===== src/design/tmd_pkg.sv =====
// ----------------------------------------------------------------------------
// tmd_pkg
// Shared types and constants of the timed bidirectional motor drive.
// ----------------------------------------------------------------------------
package tmd_pkg;

    localparam int STEP_TIME_W     = 16;
    localparam int AMOUNT_W        = 8;
    localparam int PROD_W          = STEP_TIME_W + AMOUNT_W;
    localparam int REMAIN_W        = 18;
    localparam int CFG_DATA_W      = 16;
    localparam int CFG_INDEX_W     = 1;

    localparam logic [AMOUNT_W-1:0] BUTTON_AMOUNT_RESET = 8'd25;

    // Exact floor division by 100 for any 24-bit dividend: (x * M) >> 31.
    localparam int                  DIV100_MAGIC_W = 25;
    localparam logic [DIV100_MAGIC_W-1:0] DIV100_MAGIC = 25'd21474837;
    localparam int                  DIV100_SHIFT   = 31;
    localparam int                  DIV100_PROD_W  = PROD_W + DIV100_MAGIC_W;

    typedef enum logic [CFG_INDEX_W-1:0] {
        CFG_STEP_TIME     = 1'b0,
        CFG_BUTTON_AMOUNT = 1'b1
    } cfg_index_t;

    typedef enum logic [1:0] {
        CMD_TICK  = 2'd0,
        CMD_LEFT  = 2'd1,
        CMD_RIGHT = 2'd2,
        CMD_STOP  = 2'd3
    } cmd_t;

    typedef struct packed {
        cmd_t              cmd;
        logic [PROD_W-1:0] prod;
        logic              left_clear;
        logic              right_clear;
        logic              left_button;
        logic              right_button;
    } tmd_item_t;

endpackage


===== src/design/tmd_cfg.sv =====
// ----------------------------------------------------------------------------
// tmd_cfg
// Configuration registers, with the button move length product kept ready.
// ----------------------------------------------------------------------------
module tmd_cfg (
    input  logic                             clk,
    input  logic                             rst_n,
    input  logic                             cfg_we,
    input  logic [tmd_pkg::CFG_INDEX_W-1:0]  cfg_index,
    input  logic [tmd_pkg::CFG_DATA_W-1:0]   cfg_data,
    output logic [tmd_pkg::STEP_TIME_W-1:0]  step_time_next,
    output logic [tmd_pkg::PROD_W-1:0]       button_prod
);
    import tmd_pkg::*;

    logic [STEP_TIME_W-1:0] step_time_reg;
    logic [AMOUNT_W-1:0]    button_amount_reg;
    logic [AMOUNT_W-1:0]    button_amount_next;
    logic [PROD_W-1:0]      button_prod_reg;
    logic [PROD_W-1:0]      button_prod_next;

    always_comb
    begin
        step_time_next     = step_time_reg;
        button_amount_next = button_amount_reg;
        if (cfg_we)
        begin
            case (cfg_index_t'(cfg_index))
                CFG_STEP_TIME:     step_time_next     = cfg_data[STEP_TIME_W-1:0];
                CFG_BUTTON_AMOUNT: button_amount_next = cfg_data[AMOUNT_W-1:0];
                default:           step_time_next     = step_time_reg;
            endcase
        end
        button_prod_next = {{AMOUNT_W{1'b0}}, step_time_next}
                         * {{STEP_TIME_W{1'b0}}, button_amount_next};
    end

    always_ff @(posedge clk or negedge rst_n)
    begin
        if (!rst_n)
        begin
            step_time_reg     <= '0;
            button_amount_reg <= BUTTON_AMOUNT_RESET;
            button_prod_reg   <= '0;
        end
        else
        begin
            step_time_reg     <= step_time_next;
            button_amount_reg <= button_amount_next;
            button_prod_reg   <= button_prod_next;
        end
    end

    assign button_prod = button_prod_reg;

endmodule


===== src/design/tmd_core.sv =====
// ----------------------------------------------------------------------------
// tmd_core
// Drive state update and result register for one registered item.
// ----------------------------------------------------------------------------
module tmd_core (
    input  logic                        clk,
    input  logic                        rst_n,
    input  logic                        item_valid,
    input  tmd_pkg::tmd_item_t          item,
    input  logic [tmd_pkg::PROD_W-1:0]  button_prod,
    output logic                        ready,
    output logic                        out_valid,
    input  logic                        out_stall,
    output logic                        drive_left,
    output logic                        drive_right,
    output logic                        move_accepted,
    output logic                        idle
);
    import tmd_pkg::*;

    logic                     advance;
    logic [PROD_W-1:0]        prod_sel;
    logic [DIV100_PROD_W-1:0] quot_wide;
    logic [REMAIN_W-1:0]      dur;
    logic                     start_req;
    logic                     start_left;
    logic                     start_ok;

    logic                out_valid_reg,     out_valid_next;
    logic                moving_left_reg,   moving_left_next;
    logic                moving_right_reg,  moving_right_next;
    logic [REMAIN_W-1:0] remaining_reg,     remaining_next;
    logic                left_seen_reg,     left_seen_next;
    logic                right_seen_reg,    right_seen_next;
    logic                left_drive_reg,    left_drive_next;
    logic                right_drive_reg,   right_drive_next;
    logic                accepted_reg,      accepted_next;
    logic                idle_reg,          idle_next;

    assign ready   = !out_valid_reg || !out_stall;
    assign advance = item_valid && ready;

    assign prod_sel  = (item.cmd == CMD_TICK) ? button_prod : item.prod;
    assign quot_wide = {{DIV100_MAGIC_W{1'b0}}, prod_sel}
                     * {{PROD_W{1'b0}}, DIV100_MAGIC};
    assign dur       = quot_wide[DIV100_SHIFT +: REMAIN_W];

    always_comb
    begin
        moving_left_next  = moving_left_reg;
        moving_right_next = moving_right_reg;
        remaining_next    = remaining_reg;
        left_seen_next    = left_seen_reg;
        right_seen_next   = right_seen_reg;
        left_drive_next   = left_drive_reg;
        right_drive_next  = right_drive_reg;
        start_req         = 1'b0;
        start_left        = 1'b0;
        start_ok          = 1'b0;

        case (item.cmd)
            CMD_TICK:
            begin
                left_seen_next  = item.left_clear;
                right_seen_next = item.right_clear;
                if (moving_left_reg)
                begin
                    if (item.left_clear && (remaining_reg != '0))
                    begin
                        left_drive_next = 1'b1;
                        remaining_next  = remaining_reg - REMAIN_W'(1);
                    end
                    else if (!item.left_button || !item.left_clear)
                    begin
                        left_drive_next  = 1'b0;
                        moving_left_next = 1'b0;
                    end
                end
                else if (moving_right_reg)
                begin
                    if (item.right_clear && (remaining_reg != '0))
                    begin
                        right_drive_next = 1'b1;
                        remaining_next   = remaining_reg - REMAIN_W'(1);
                    end
                    else if (!item.right_button || !item.right_clear)
                    begin
                        right_drive_next  = 1'b0;
                        moving_right_next = 1'b0;
                    end
                end
                else if (item.left_button)
                begin
                    start_req  = 1'b1;
                    start_left = 1'b1;
                end
                else if (item.right_button)
                begin
                    start_req = 1'b1;
                end
            end
            CMD_LEFT:
            begin
                start_req  = 1'b1;
                start_left = 1'b1;
            end
            CMD_RIGHT:
            begin
                start_req = 1'b1;
            end
            default:
            begin
                moving_left_next  = 1'b0;
                moving_right_next = 1'b0;
                left_drive_next   = 1'b0;
                right_drive_next  = 1'b0;
                remaining_next    = '0;
            end
        endcase

        if (start_req)
        begin
            moving_left_next  = 1'b0;
            moving_right_next = 1'b0;
            left_drive_next   = 1'b0;
            right_drive_next  = 1'b0;
            remaining_next    = '0;
            start_ok          = start_left ? left_seen_next : right_seen_next;
            if (start_ok)
            begin
                moving_left_next  = start_left;
                moving_right_next = !start_left;
                remaining_next    = dur;
            end
        end

        accepted_next  = start_ok;
        idle_next      = !(moving_left_next || moving_right_next);
        out_valid_next = advance || (out_valid_reg && out_stall);
    end

    always_ff @(posedge clk or negedge rst_n)
    begin
        if (!rst_n)
        begin
            out_valid_reg    <= 1'b0;
            moving_left_reg  <= 1'b0;
            moving_right_reg <= 1'b0;
            remaining_reg    <= '0;
            left_seen_reg    <= 1'b0;
            right_seen_reg   <= 1'b0;
            left_drive_reg   <= 1'b0;
            right_drive_reg  <= 1'b0;
            accepted_reg     <= 1'b0;
            idle_reg         <= 1'b1;
        end
        else
        begin
            out_valid_reg <= out_valid_next;
            if (advance)
            begin
                moving_left_reg  <= moving_left_next;
                moving_right_reg <= moving_right_next;
                remaining_reg    <= remaining_next;
                left_seen_reg    <= left_seen_next;
                right_seen_reg   <= right_seen_next;
                left_drive_reg   <= left_drive_next;
                right_drive_reg  <= right_drive_next;
                accepted_reg     <= accepted_next;
                idle_reg         <= idle_next;
            end
        end
    end

    assign out_valid     = out_valid_reg;
    assign drive_left    = left_drive_reg;
    assign drive_right   = right_drive_reg;
    assign move_accepted = accepted_reg;
    assign idle          = idle_reg;

`ifndef ASSERT_OFF
    a_one_direction: assert property (@(posedge clk) disable iff (!rst_n)
        !(moving_left_reg && moving_right_reg))
        else $error("Both directions are active at once.");

    a_drive_needs_motion: assert property (@(posedge clk) disable iff (!rst_n)
        (!left_drive_reg || moving_left_reg) && (!right_drive_reg || moving_right_reg))
        else $error("A drive is high for an inactive direction.");

    a_accept_releases: assert property (@(posedge clk) disable iff (!rst_n)
        accepted_reg |-> (!left_drive_reg && !right_drive_reg && !idle_reg))
        else $error("An accepted move left a drive high or the block idle.");

    a_idle_matches: assert property (@(posedge clk) disable iff (!rst_n)
        idle_reg == !(moving_left_reg || moving_right_reg))
        else $error("Idle flag disagrees with the direction state.");

    a_state_holds: assert property (@(posedge clk) disable iff (!rst_n)
        !item_valid |=> $stable(remaining_reg) && $stable(left_seen_reg))
        else $error("Drive state changed without an item.");
`endif

endmodule


===== src/design/timed_bidirectional_motor_drive.sv =====
// ----------------------------------------------------------------------------
// timed_bidirectional_motor_drive
// Timed two-direction actuator drive with end-of-travel inputs and buttons.
// ----------------------------------------------------------------------------
// The input channel takes one word per item: a millisecond tick carrying the
// sampled end-clear and button levels, a move left or right command with its
// percent of a step, or a stop. The output channel returns one word per item
// with both drive levels, whether a move was started and whether the block is
// idle. Items are taken on in_valid with in_stall low and results leave on
// out_valid with out_stall low.
// The input register holds an accepted item with its move length product; the
// core divides the product by one hundred and updates the drive state into
// the result register. Throughput is one word per cycle; the register stages
// advance whenever the receiver does not stall, so a stalled result holds and
// backs up the input. Configuration writes through cfg_we, cfg_index and
// cfg_data reach commands at once, the button product through its register;
// the user makes them while no word is in flight, unchecked by the block.
// Reset clears both directions, drives, timer and end samples, sets the step
// time to zero and the button move to twenty-five percent.
// ----------------------------------------------------------------------------
module timed_bidirectional_motor_drive (
    input  logic                             clk,
    input  logic                             rst_n,
    input  logic                             in_valid,
    output logic                             in_stall,
    input  logic [1:0]                       command,
    input  logic [tmd_pkg::AMOUNT_W-1:0]     move_amount,
    input  logic                             left_clear,
    input  logic                             right_clear,
    input  logic                             left_button,
    input  logic                             right_button,
    output logic                             out_valid,
    input  logic                             out_stall,
    output logic                             drive_left,
    output logic                             drive_right,
    output logic                             move_accepted,
    output logic                             idle,
    input  logic                             cfg_we,
    input  logic [tmd_pkg::CFG_INDEX_W-1:0]  cfg_index,
    input  logic [tmd_pkg::CFG_DATA_W-1:0]   cfg_data
);
    import tmd_pkg::*;

    logic [STEP_TIME_W-1:0] step_time_next;
    logic [PROD_W-1:0]      button_prod;
    logic                   core_ready;
    logic                   in_accept;

    logic                   item_valid_reg, item_valid_next;
    tmd_item_t              item_reg,       item_next;

    tmd_cfg u_cfg (
        .clk            (clk),
        .rst_n          (rst_n),
        .cfg_we         (cfg_we),
        .cfg_index      (cfg_index),
        .cfg_data       (cfg_data),
        .step_time_next (step_time_next),
        .button_prod    (button_prod)
    );

    assign in_stall  = item_valid_reg && !core_ready;
    assign in_accept = in_valid && !in_stall;

    always_comb
    begin
        item_next.cmd          = cmd_t'(command);
        item_next.prod         = {{AMOUNT_W{1'b0}}, step_time_next}
                               * {{STEP_TIME_W{1'b0}}, move_amount};
        item_next.left_clear   = left_clear;
        item_next.right_clear  = right_clear;
        item_next.left_button  = left_button;
        item_next.right_button = right_button;
        item_valid_next        = in_accept || (item_valid_reg && !core_ready);
    end

    always_ff @(posedge clk or negedge rst_n)
    begin
        if (!rst_n)
        begin
            item_valid_reg <= 1'b0;
        end
        else
        begin
            item_valid_reg <= item_valid_next;
        end
    end

    always_ff @(posedge clk)
    begin
        if (in_accept)
        begin
            item_reg <= item_next;
        end
    end

    tmd_core u_core (
        .clk           (clk),
        .rst_n         (rst_n),
        .item_valid    (item_valid_reg),
        .item          (item_reg),
        .button_prod   (button_prod),
        .ready         (core_ready),
        .out_valid     (out_valid),
        .out_stall     (out_stall),
        .drive_left    (drive_left),
        .drive_right   (drive_right),
        .move_accepted (move_accepted),
        .idle          (idle)
    );

endmodule

===== config.mk =====
export PLATFORM = sky130hd
export DESIGN_NAME = timed_bidirectional_motor_drive
export DESIGN_NICKNAME = d
export VERILOG_FILES = /design/src/design/tmd_pkg.sv /design/src/design/tmd_cfg.sv /design/src/design/tmd_core.sv /design/src/design/timed_bidirectional_motor_drive.sv
export SDC_FILE = /design/constraint.sdc
export NUM_CORES = 1
export LEC_CHECK = 0
export ABC_AREA = 1
export BUFFER_PORTS_ARGS = -buffer_cell sky130_fd_sc_hd__buf_4
export CAP_MARGIN = 10
export CORE_MARGIN = 8
export CORE_UTILIZATION = 65
export CTS_CLUSTER_DIAMETER = 60
export DETAILED_ROUTE_END_ITERATION = 10
export GPL_TIMING_DRIVEN = 0
export PLACE_DENSITY = 0.85
export SLEW_MARGIN = 20
export SYNTH_ARGS = -nofsm -noshare
export SYNTH_HDL_FRONTEND = slang
export SYNTH_SLANG_ARGS = --single-unit

===== constraint.sdc =====
create_clock -name clk -period 14.9 [get_ports clk]
set_input_delay 0.745 -clock clk [delete_from_list [all_inputs] [get_ports clk]]
set_output_delay 0.745 -clock clk [all_outputs]
set_load 0.02 [all_outputs]

==> results.yml, run 1 <==
outcome:
  status: "finished, final reports clean"
cts:
  cts_sinks: 106
  insertion_delay_ns: 0.37
  htreeDepth: 3
  cts_setup_buffers: 0
  cts_root_buf: "clkbuf_16"
  clkTransAtPathRegs_ns: 0.07
  cts_tree: "built"
  cts_resized: 0
  cts_made_buffers: 9
  clk_path_buf_depth: 2
  hold_buffers: 0
worst_setup_path:
  startpoint_type: "flop"
  cp.arrival_ns: 8.24
  critPathSlowestCell: "fa_1"
  required_ns: 15.15
  crit_fanout: 10
  critPathKind: "reg2reg"
  worst_path_most_repeated_cell: "nand2_1"
  worst_setup_path_end_kind: "flop"
  reg2reg_depth: 32
  slowest_delay_ns: 0.55
global_route:
  overflow: 0
  grt_max_degree: 77
  antenna_found_initial: 2
  grt_pass1_wl_um: 102000
  grt_usage: 0.311
  first_global_vias: 20200
cells_and_area:
  diodes: 0
  largest_reg_flops: 30
  multi_input_area_sq_mm: 0.0175
  fin_nets: 3691
  ff_latch_area_sq_mm: 0.00281
  fin_area_sq_mm: 0.0245
  drive_gt1_frac: 0.0369
  fillerInstances: 2838
  area_growth_pct: 5.37
sta:
  skew_ns: 0.0107
  final.setup.tns_ns: 0
  slew_viol_final: 0
  rsz0062_at_grt: "no"
  setup_slack_ns: 6.91
  slew_headroom: 0.209
  worst_slew_pin_slew_ns: 1.17
  hold_viol_final: 0
  fmaxAchievable_ghz: 0.125
  post-route-period-util: 0.536
  post-route-min-period_ns: 7.99
  finalSetupViolCount: 0
place:
  place_ws_ns: 7.01
  port_buffers: 41
  dpl-instance-area_sq_mm: 0.0241
  gp_congestion: 1.02
  hpwl_um: 54400
synth:
  synth_fp_nets: 3635
  synth_flop_cell: "dfrtp_1"
  ys_types: 46
  yosys_warnings: 0
  ys_top_cells_by_area: "fa_1 (32%), ha_1 (18%), inv_1 (12%)"
  syn_avg_cell_area_sq_um: 8.03
  synth_edf_count: 30
  yosysSeqAreaShare: 0.121
  postSynthRegisterBits: 106
  syn-cell-area_sq_mm: 0.0232
  syn_inst: 2890
  synth_top_area_cell: "fa_1"
  synth_common_cells: "inv_1 (719), nand2_1 (629), fa_1 (367)"
  synth-async-reset-ratio: 0.717
  synth.most_common_cell: "inv_1"
  synth_top_area_share: 0.317
floorplan:
  initial_utilization: 0.656
  rows: 69
  die_w_um: 205
  die-area_sq_mm: 0.0420
  fp.coreArea_sq_mm: 0.0354
  fp.dieH_um: 205
  num_io_pins: 42
route:
  drt_iter0_drc: 1339
  wl_um: 62700
  vias: 18800
  drcViolationCount: 0
  wl_per_cell_um: 18.4
  vias_per_cell: 5.52
  postRouteAntennaNets: 0
  first_pass_iters: 6
min_path:
  min_path_type: "in2async"
flow_run:
  cap_violations: 0
-- logic make-up (layout without fill, tap and decap cells) --
| logic type | Yosys count | after routing | synth area share |
|---|---|---|---|
| buf+inv | 770 | 831 | 0.127 |
| simple gates | 1038 | 1038 | 0.180 |
| flops | 106 | 106 | 0.121 |
| compound gates | 210 | 210 | 0.0496 |
| fa+ha+maj | 709 | 709 | 0.501 |
| xor+xnor | 57 | 57 | 0.0215 |
-- final timing paths --
path / from / endpoint / slack [ns]
min in group clk: u_core.remaining_reg[0]$_DFFE_PN0P_ / u_core.remaining_reg[0]$_DFFE_PN0P_ / 0.48
setup / recovery: item_reg[28]$_DFFE_PP_ / u_core.remaining_reg[4]$_DFFE_PN0P_ / 6.91
max in group asynchronous: rst_n / u_core.idle$_DFFE_PN1P_ / 13.99
setup reg to reg: item_reg[28]$_DFFE_PP_ / u_core.remaining_reg[4]$_DFFE_PN0P_ / 6.91
hold / removal: rst_n / u_cfg.button_amount_reg[7]$_DFF_PN0_ / 0.29
hold reg to reg: u_core.remaining_reg[0]$_DFFE_PN0P_ / u_core.remaining_reg[0]$_DFFE_PN0P_ / 0.48
-- per-stage QoR --
step           instances  utilization  hold WS, ns
2_1_floorplan       2890            -        0.449
3_3_place_gp        3392        0.681        0.461
3_5_place_dp        3395        0.681        0.466
4_1_cts             3411        0.690        0.483
5_1_grt             3412        0.691        0.302
6_report            3412        0.691        0.287
-- worst max-delay path: cells and delay by family, from the launching register on --
kind	cells	cell delay (ns)
adder cells (fa/ha/maj)	9	3.99
buffers and inverters	9	1.58
AND/OR/NAND/NOR	13	1.51
flip-flops	1	0.43
AO/OA/AOI/OAI	1	0.36
-- cell usage in the layout, fill, tap and decap left out, types with 3 or more instances in the layout --
| master | count |
|---|---|
| o21ai_1 | 12 |
| xor2_1 | 42 |
| o21a_1 | 3 |
| nand3_1 | 70 |
| dfstp_2 | 4 |
| ha_1 | 342 |
| o21ai_0 | 66 |
| inv_1 | 718 |
| inv_2 | 3 |
| nand4_1 | 20 |
| clkbuf_16 | 9 |
| or2_2 | 21 |
| xnor2_1 | 15 |
| a21oi_1 | 100 |
| buf_4 | 45 |
| clkinv_1 | 7 |
| dfrtp_1 | 72 |
| clkbuf_1 | 35 |
| nor3_1 | 15 |
| nand2_1 | 629 |
| edfxtp_1 | 30 |
| o21bai_1 | 9 |
| fa_1 | 367 |
| nand3b_1 | 4 |
| o21ai_2 | 6 |
| nor4_1 | 6 |
| nor2_1 | 263 |
| a21o_1 | 5 |
-- cell type report --
cell class	count	area share
Multi-Input combinational cell	2014	0.714
Sequential cell	106	0.115
Tap cell	461	0.0236
Clock buffer	11	0.00952
Buffer	42	0.00844
Inverter	728	0.112
Clock inverter	5	0.00322
Timing Repair Buffer	45	0.0146
-- routing by layer --
layer / GRT usage / part of all wire / vias to the layer above
met5: 0 / 0.00024 / -
met4: 0.204 / 0.079 / 2
met3: 0.0468 / 0.068 / 264
met2: 0.543 / 0.49 / 849
met1: 0.350 / 0.36 / 8925
li1: - / - / 8792
Power of run 1 is left out: the tool's default activity adds up to more than one toggle a clock period on the data nets, which glitch-free logic cannot reach.
==> run 2, diff against run 1 <==
- ABC_AREA: 1 -> 0
- clock period: 14.9 -> 7.5 ns (I/O delays scaled with it)
==> results.yml, run 2 <==
place:
  placed_cells: 2667
  port_buffers: 41
  hpwl_um: 44900
  gp_congestion: 0.984
worst_setup_path:
  required_ns: 7.78
  cp.arrival_ns: 7.78
  r2r_start: "item_reg[29]$_DFFE_PP_"
  reg2reg_depth: 24
  r2r_end: "u_core.remaining_reg[16]$_DFFE_PN0P_"
  worst_setup_path_end_kind: "flop"
  critPathKind: "reg2reg"
  crit_fanout: 8
  startpoint_type: "flop"
  reg2reg_setup_slack_ns: -0.002
cts:
  insertion_delay_ns: 0.38
  cts_sinks: 106
  cts_tree: "built"
  cts_root_buf: "clkbuf_16"
  cts_made_buffers: 9
  clk_path_buf_depth: 2
  clkTransAtPathRegs_ns: 0.07
  htreeDepth: 3
sta:
  setup_slack_ns: -0.00188
  post-route-min-period_ns: 7.50
  rsz0062_at_grt: "yes"
  slew_viol_final: 0
  post-route-period-util: 1.00
  skew_ns: 0.0105
  worst_slew_pin_slew_ns: 0.756
  slew_headroom: 0.482
  finalSetupViolCount: 1
  hold_viol_final: 0
  fmaxAchievable_ghz: 0.133
global_route:
  grt_pass1_wl_um: 90600
  antenna_found_initial: 0
  grt_max_degree: 77
  first_global_vias: 17900
  overflow: 0
  grt_usage: 0.296
route:
  vias: 16200
  drcViolationCount: 0
  wl_um: 55800
  vias_per_cell: 5.94
  postRouteAntennaNets: 0
  wirelength_met1_um: 21200
  first_pass_iters: 6
  highest_layer: "met4"
  wl_met2_um: 28100
  drt_iter0_drc: 1084
  wl_per_cell_um: 20.5
  route.met3.wl_um: 3810
synth:
  yosys_warnings: 0
  synth.most_common_cell: "inv_1"
  postSynthRegisterBits: 106
  ys_types: 72
  syn_avg_cell_area_sq_um: 9.77
  ys_top_cells_by_area: "fa_1 (34%), ha_1 (20%), inv_1 (8.5%)"
  synth_fp_nets: 2929
  yosysSeqAreaShare: 0.132
  synth_flop_cell: "dfrtp_1"
  syn_inst: 2184
  syn-cell-area_sq_mm: 0.0213
  synth_edf_count: 30
  synth_common_cells: "inv_1 (482), fa_1 (367), ha_1 (342)"
  synth_top_area_share: 0.344
  synth_top_area_cell: "fa_1"
  synth-async-reset-ratio: 0.717
floorplan:
  rows: 66
  die-area_sq_mm: 0.0389
  fp.dieH_um: 197
  num_io_pins: 42
  die_w_um: 197
  fp.coreArea_sq_mm: 0.0325
  initial_utilization: 0.658
cells_and_area:
  drive_gt1_frac: 0.0956
  diodes: 0
  utilization: 0.723
  largest_reg_flops: 30
  area_growth_pct: 9.93
  final_cell_mix: "inv_1 (465), fa_1 (361), ha_1 (320), nand2_1 (191), nor2_1 (110)"
  final_common_cell: "inv_1"
  fin_nets: 3021
  final_cells: 2723
min_path:
  min_path_type: "in2reg"
  whs_path_depth: 1
  min_from: "command[1]"
  hold-path-endpoint: "item_reg[29]$_DFFE_PP_"
outcome:
  status: "finished with violations"
  failed_checks: "negative setup slack"
flow_run:
  cap_violations: 0
==> run 2: cell count changes after synthesis, sizes merged, moves of 41 or more <==
cell   change
nand2    -439
inv      -240
nor2     -156
and2      +66
nand3     -42
a21oi     -41
mux2i     +41
==> run 2: timing repair <==
item	CTS	global route
hold endpoints to repair	0	20
hold buffers	0	1
resized for setup	86	36
buffers inserted	29	9
pin swaps	16	37
setup endpoints to repair	18	18
gates cloned	2	0
==> run 2: worst max-delay path by stage <==
stage / from / depth (start not counted) / endpoint / slack, ns
after floorplan: item_reg[28]$_DFFE_PP_ / 27 / u_core.remaining_reg[10]$_DFFE_PN0P_ / 0.11
after global routing: item_reg[29]$_DFFE_PP_ / 24 / u_core.remaining_reg[16]$_DFFE_PN0P_ / -0.24
after global placement: item_reg[29]$_DFFE_PP_ / 25 / u_core.remaining_reg[10]$_DFFE_PN0P_ / -1.38
after CTS: item_reg[29]$_DFFE_PP_ / 25 / u_core.remaining_reg[16]$_DFFE_PN0P_ / -0.003
final: item_reg[29]$_DFFE_PP_ / 24 / u_core.remaining_reg[16]$_DFFE_PN0P_ / -0.002
after detailed placement: item_reg[28]$_DFFE_PP_ / 25 / u_core.remaining_reg[10]$_DFFE_PN0P_ / -1.60
==> run 2: area by class of cell <==
cell class              count  area [sq um]
clock inverters             7          75.1
plain buffers              46           238
inverters                 483          1820
multi-input cells        1547         17100
clock buffers               9           225
flip-flops and latches    106          2810
fillers                  2227          8990
well taps                 442           553
repair buffers             83           677
==> run 2: cell families (layout without fill, tap and decap cells) <==
group           Yosys count  in the layout  synth area share
compound gates          240            240            0.0751
xor+xnor                 48             48            0.0197
fa+ha+maj               709            709             0.545
buf+inv                 531            628            0.0934
flops                   106            106             0.132
mux                      59             59            0.0293
simple gates            491            491             0.106
==> run 2: stage by stage <==
step	instance area (sq um)	hold WS (ns)	setup slack, ns	setup TNS [ns]
after floorplan	21400	0.0794	0.111	0
after global placement	22200	0.469	-1.38	-18.90
after detailed placement	22200	0.477	-1.60	-23.00
after CTS	23200	0.172	-0.00316	-0.00316
after global routing	23500	0.173	-0.237	-1.99
final	23500	0.176	-0.00188	-0.00188
==> run 2: worst max-delay path, cell delays in order (launching register included) <==
cell and delay (ns):
edfxtp_1 0.44, inv_2 0.12, ha_4 0.15, clkbuf_16 0.16, clkbuf_16 0.16, mux2_4 0.34
fa_2 0.49, fa_1 0.56, inv_2 0.04, fa_1 0.52, inv_2 0.05, fa_1 0.55
fa_2 0.45, fa_1 0.58, fa_1 0.48, ha_4 0.32, nand3_4 0.09, nor4_4 0.32
nand3_1 0.24, a31oi_4 0.34, nor3_4 0.10, o41ai_4 0.36, o41ai_2 0.13, xor2_1 0.16
o31ai_1 0.23
==> run 2: routing by layer <==
layer	global-route usage	vias up
met5	0	-
met4	0.136	0
met3	0.0516	188
met2	0.526	718
met1	0.347	8123
li1	-	7143
Power of run 2 is left out for the same reason.
==> run 3, diff against run 2 <==
- PLACE_DENSITY: 0.85 -> 0.82
- SKIP_LAST_GASP: not set -> 1
==> results.yml, run 3 (synthesis gave the netlist of run 2 again) <==
outcome:
  status: "finished with violations"
  failed_checks: "negative hold slack, negative setup slack"
cts:
  clk_path_buf_depth: 2
  insertion_delay_ns: 0.38
  cts_root_buf: "clkbuf_16"
  cts_tree: "built"
  hold_buffers: 0
  htreeDepth: 3
  clkTransAtPathRegs_ns: 0.08
  cts_made_buffers: 9
  cts_sinks: 106
sta:
  post-route-period-util: 1.02
  slew_headroom: 0.357
  finalSetupViolCount: 4
  worst_slew_pin_slew_ns: 0.940
  post-route-min-period_ns: 7.63
  rsz0062_at_grt: "yes"
  fmaxAchievable_ghz: 0.131
  setup_slack_ns: -0.134
  hold_viol_final: 10
  hold_slack_ns: -0.00583
  skew_ns: 0.0163
  slew_viol_final: 0
worst_setup_path:
  required_ns: 7.77
  r2r_start: "item_reg[28]$_DFFE_PP_"
  worst_setup_path_end_kind: "flop"
  reg2reg_depth: 25
  cp.arrival_ns: 7.90
  r2r_end: "u_core.remaining_reg[16]$_DFFE_PN0P_"
  reg2reg_setup_slack_ns: -0.13
  crit_fanout: 7
  startpoint_type: "flop"
  critPathKind: "reg2reg"
route:
  vias_per_cell: 5.88
  drt_iter0_drc: 1191
  wl_um: 55800
  drcViolationCount: 0
  wl_per_cell_um: 20.4
  first_pass_iters: 5
  postRouteAntennaNets: 0
  vias: 16000
floorplan:
  fp.dieH_um: 197
  die-area_sq_mm: 0.0389
  die_w_um: 197
  num_io_pins: 42
  fp.coreArea_sq_mm: 0.0325
  rows: 66
  initial_utilization: 0.658
place:
  port_buffers: 41
  gp_congestion: 0.975
  hpwl_um: 44900
  placed_cells: 2667
global_route:
  antenna_found_initial: 0
  first_global_vias: 17400
  overflow: 0
  grt_max_degree: 77
  grt_pass1_wl_um: 89100
  grt_usage: 0.290
min_path:
  min_path_type: "in2async"
cells_and_area:
  final_cells: 2729
  diodes: 0
  largest_reg_flops: 30
  area_growth_pct: 10.5
  final_cell_mix: "inv_1 (465), fa_1 (357), ha_1 (323), nand2_1 (192), nor2_1 (110)"
  final_common_cell: "inv_1"
  fin_nets: 3027
  drive_gt1_frac: 0.102
flow_run:
  cap_violations: 0
run 3: changes by cell type in the layout (fill, tap and decap cells not counted), sizes merged:
cell,change
inv,+2
dlygate4sd3,-1
buf,+8
clkinv,-3
run 3: how the worst max path moves through the flow:
| stage | start | endpoint | cells past startpoint |
|---|---|---|---|
| floorplan | item_reg[28]$_DFFE_PP_ | u_core.remaining_reg[10]$_DFFE_PN0P_ | 27 |
| global placement | item_reg[28]$_DFFE_PP_ | u_core.remaining_reg[10]$_DFFE_PN0P_ | 25 |
| detailed placement | item_reg[28]$_DFFE_PP_ | u_core.remaining_reg[10]$_DFFE_PN0P_ | 25 |
| CTS | item_reg[29]$_DFFE_PP_ | u_core.remaining_reg[13]$_DFFE_PN0P_ | 29 |
| global route | item_reg[28]$_DFFE_PP_ | u_core.remaining_reg[16]$_DFFE_PN0P_ | 25 |
| finish | item_reg[28]$_DFFE_PP_ | u_core.remaining_reg[16]$_DFFE_PN0P_ | 25 |
run 3: layer usage:
metal	GRT usage	up-vias	part of all wire
li1	-	7161	-
met1	0.355	8060	0.39
met2	0.518	661	0.51
met3	0.0417	154	0.062
met4	0.102	0	0.041
met5	0	-	0
run 3: through the flow:
step           setup WS (ns)  cell area (sq um)   util  TNS (ns)
2_1_floorplan          0.111              21400      -         0
3_3_place_gp           -1.46              22200  0.685    -20.33
3_5_place_dp           -1.58              22200  0.685    -22.51
4_1_cts              0.00433              23200  0.714         0
5_1_grt               -0.343              23600  0.727     -1.95
6_report              -0.134              23600  0.727    -0.294
run 3: critical path, cell delays in order, from the launching register on:
cell,delay [ns]
edfxtp_1,0.43
inv_2,0.09
ha_4,0.14
clkbuf_16,0.16
clkbuf_16,0.17
mux2i_4,0.33
inv_4,0.10
fa_2,0.53
fa_2,0.38
fa_1,0.49
fa_1,0.57
fa_1,0.44
fa_1,0.51
inv_2,0.04
fa_1,0.58
inv_2,0.07
ha_4,0.30
nand3_4,0.08
nor4_4,0.40
nand4_1,0.25
a31oi_4,0.34
nor3_4,0.11
o41ai_4,0.50
o41ai_2,0.11
xor2_1,0.15
o31ai_1,0.24
run 3: layout make-up:
| class | count | area, sq um |
|---|---|---|
| plain buffers | 45 | 234 |
| clock buffers | 10 | 239 |
| clock inverters | 6 | 81.3 |
| fillers | 2287 | 8870 |
| inverters | 483 | 1820 |
| multi-input cells | 1547 | 17100 |
| flip-flops and latches | 106 | 2810 |
| well taps | 442 | 553 |
| repair buffers | 90 | 704 |
run 3: timing repair:
action,4_1_cts,5_1_grt
pin swaps,7,36
gates cloned,2,0
setup endpoints to repair,18,20
gates resized for setup,77,52
setup buffers,25,22
Power of run 3 is left out for the same reason.
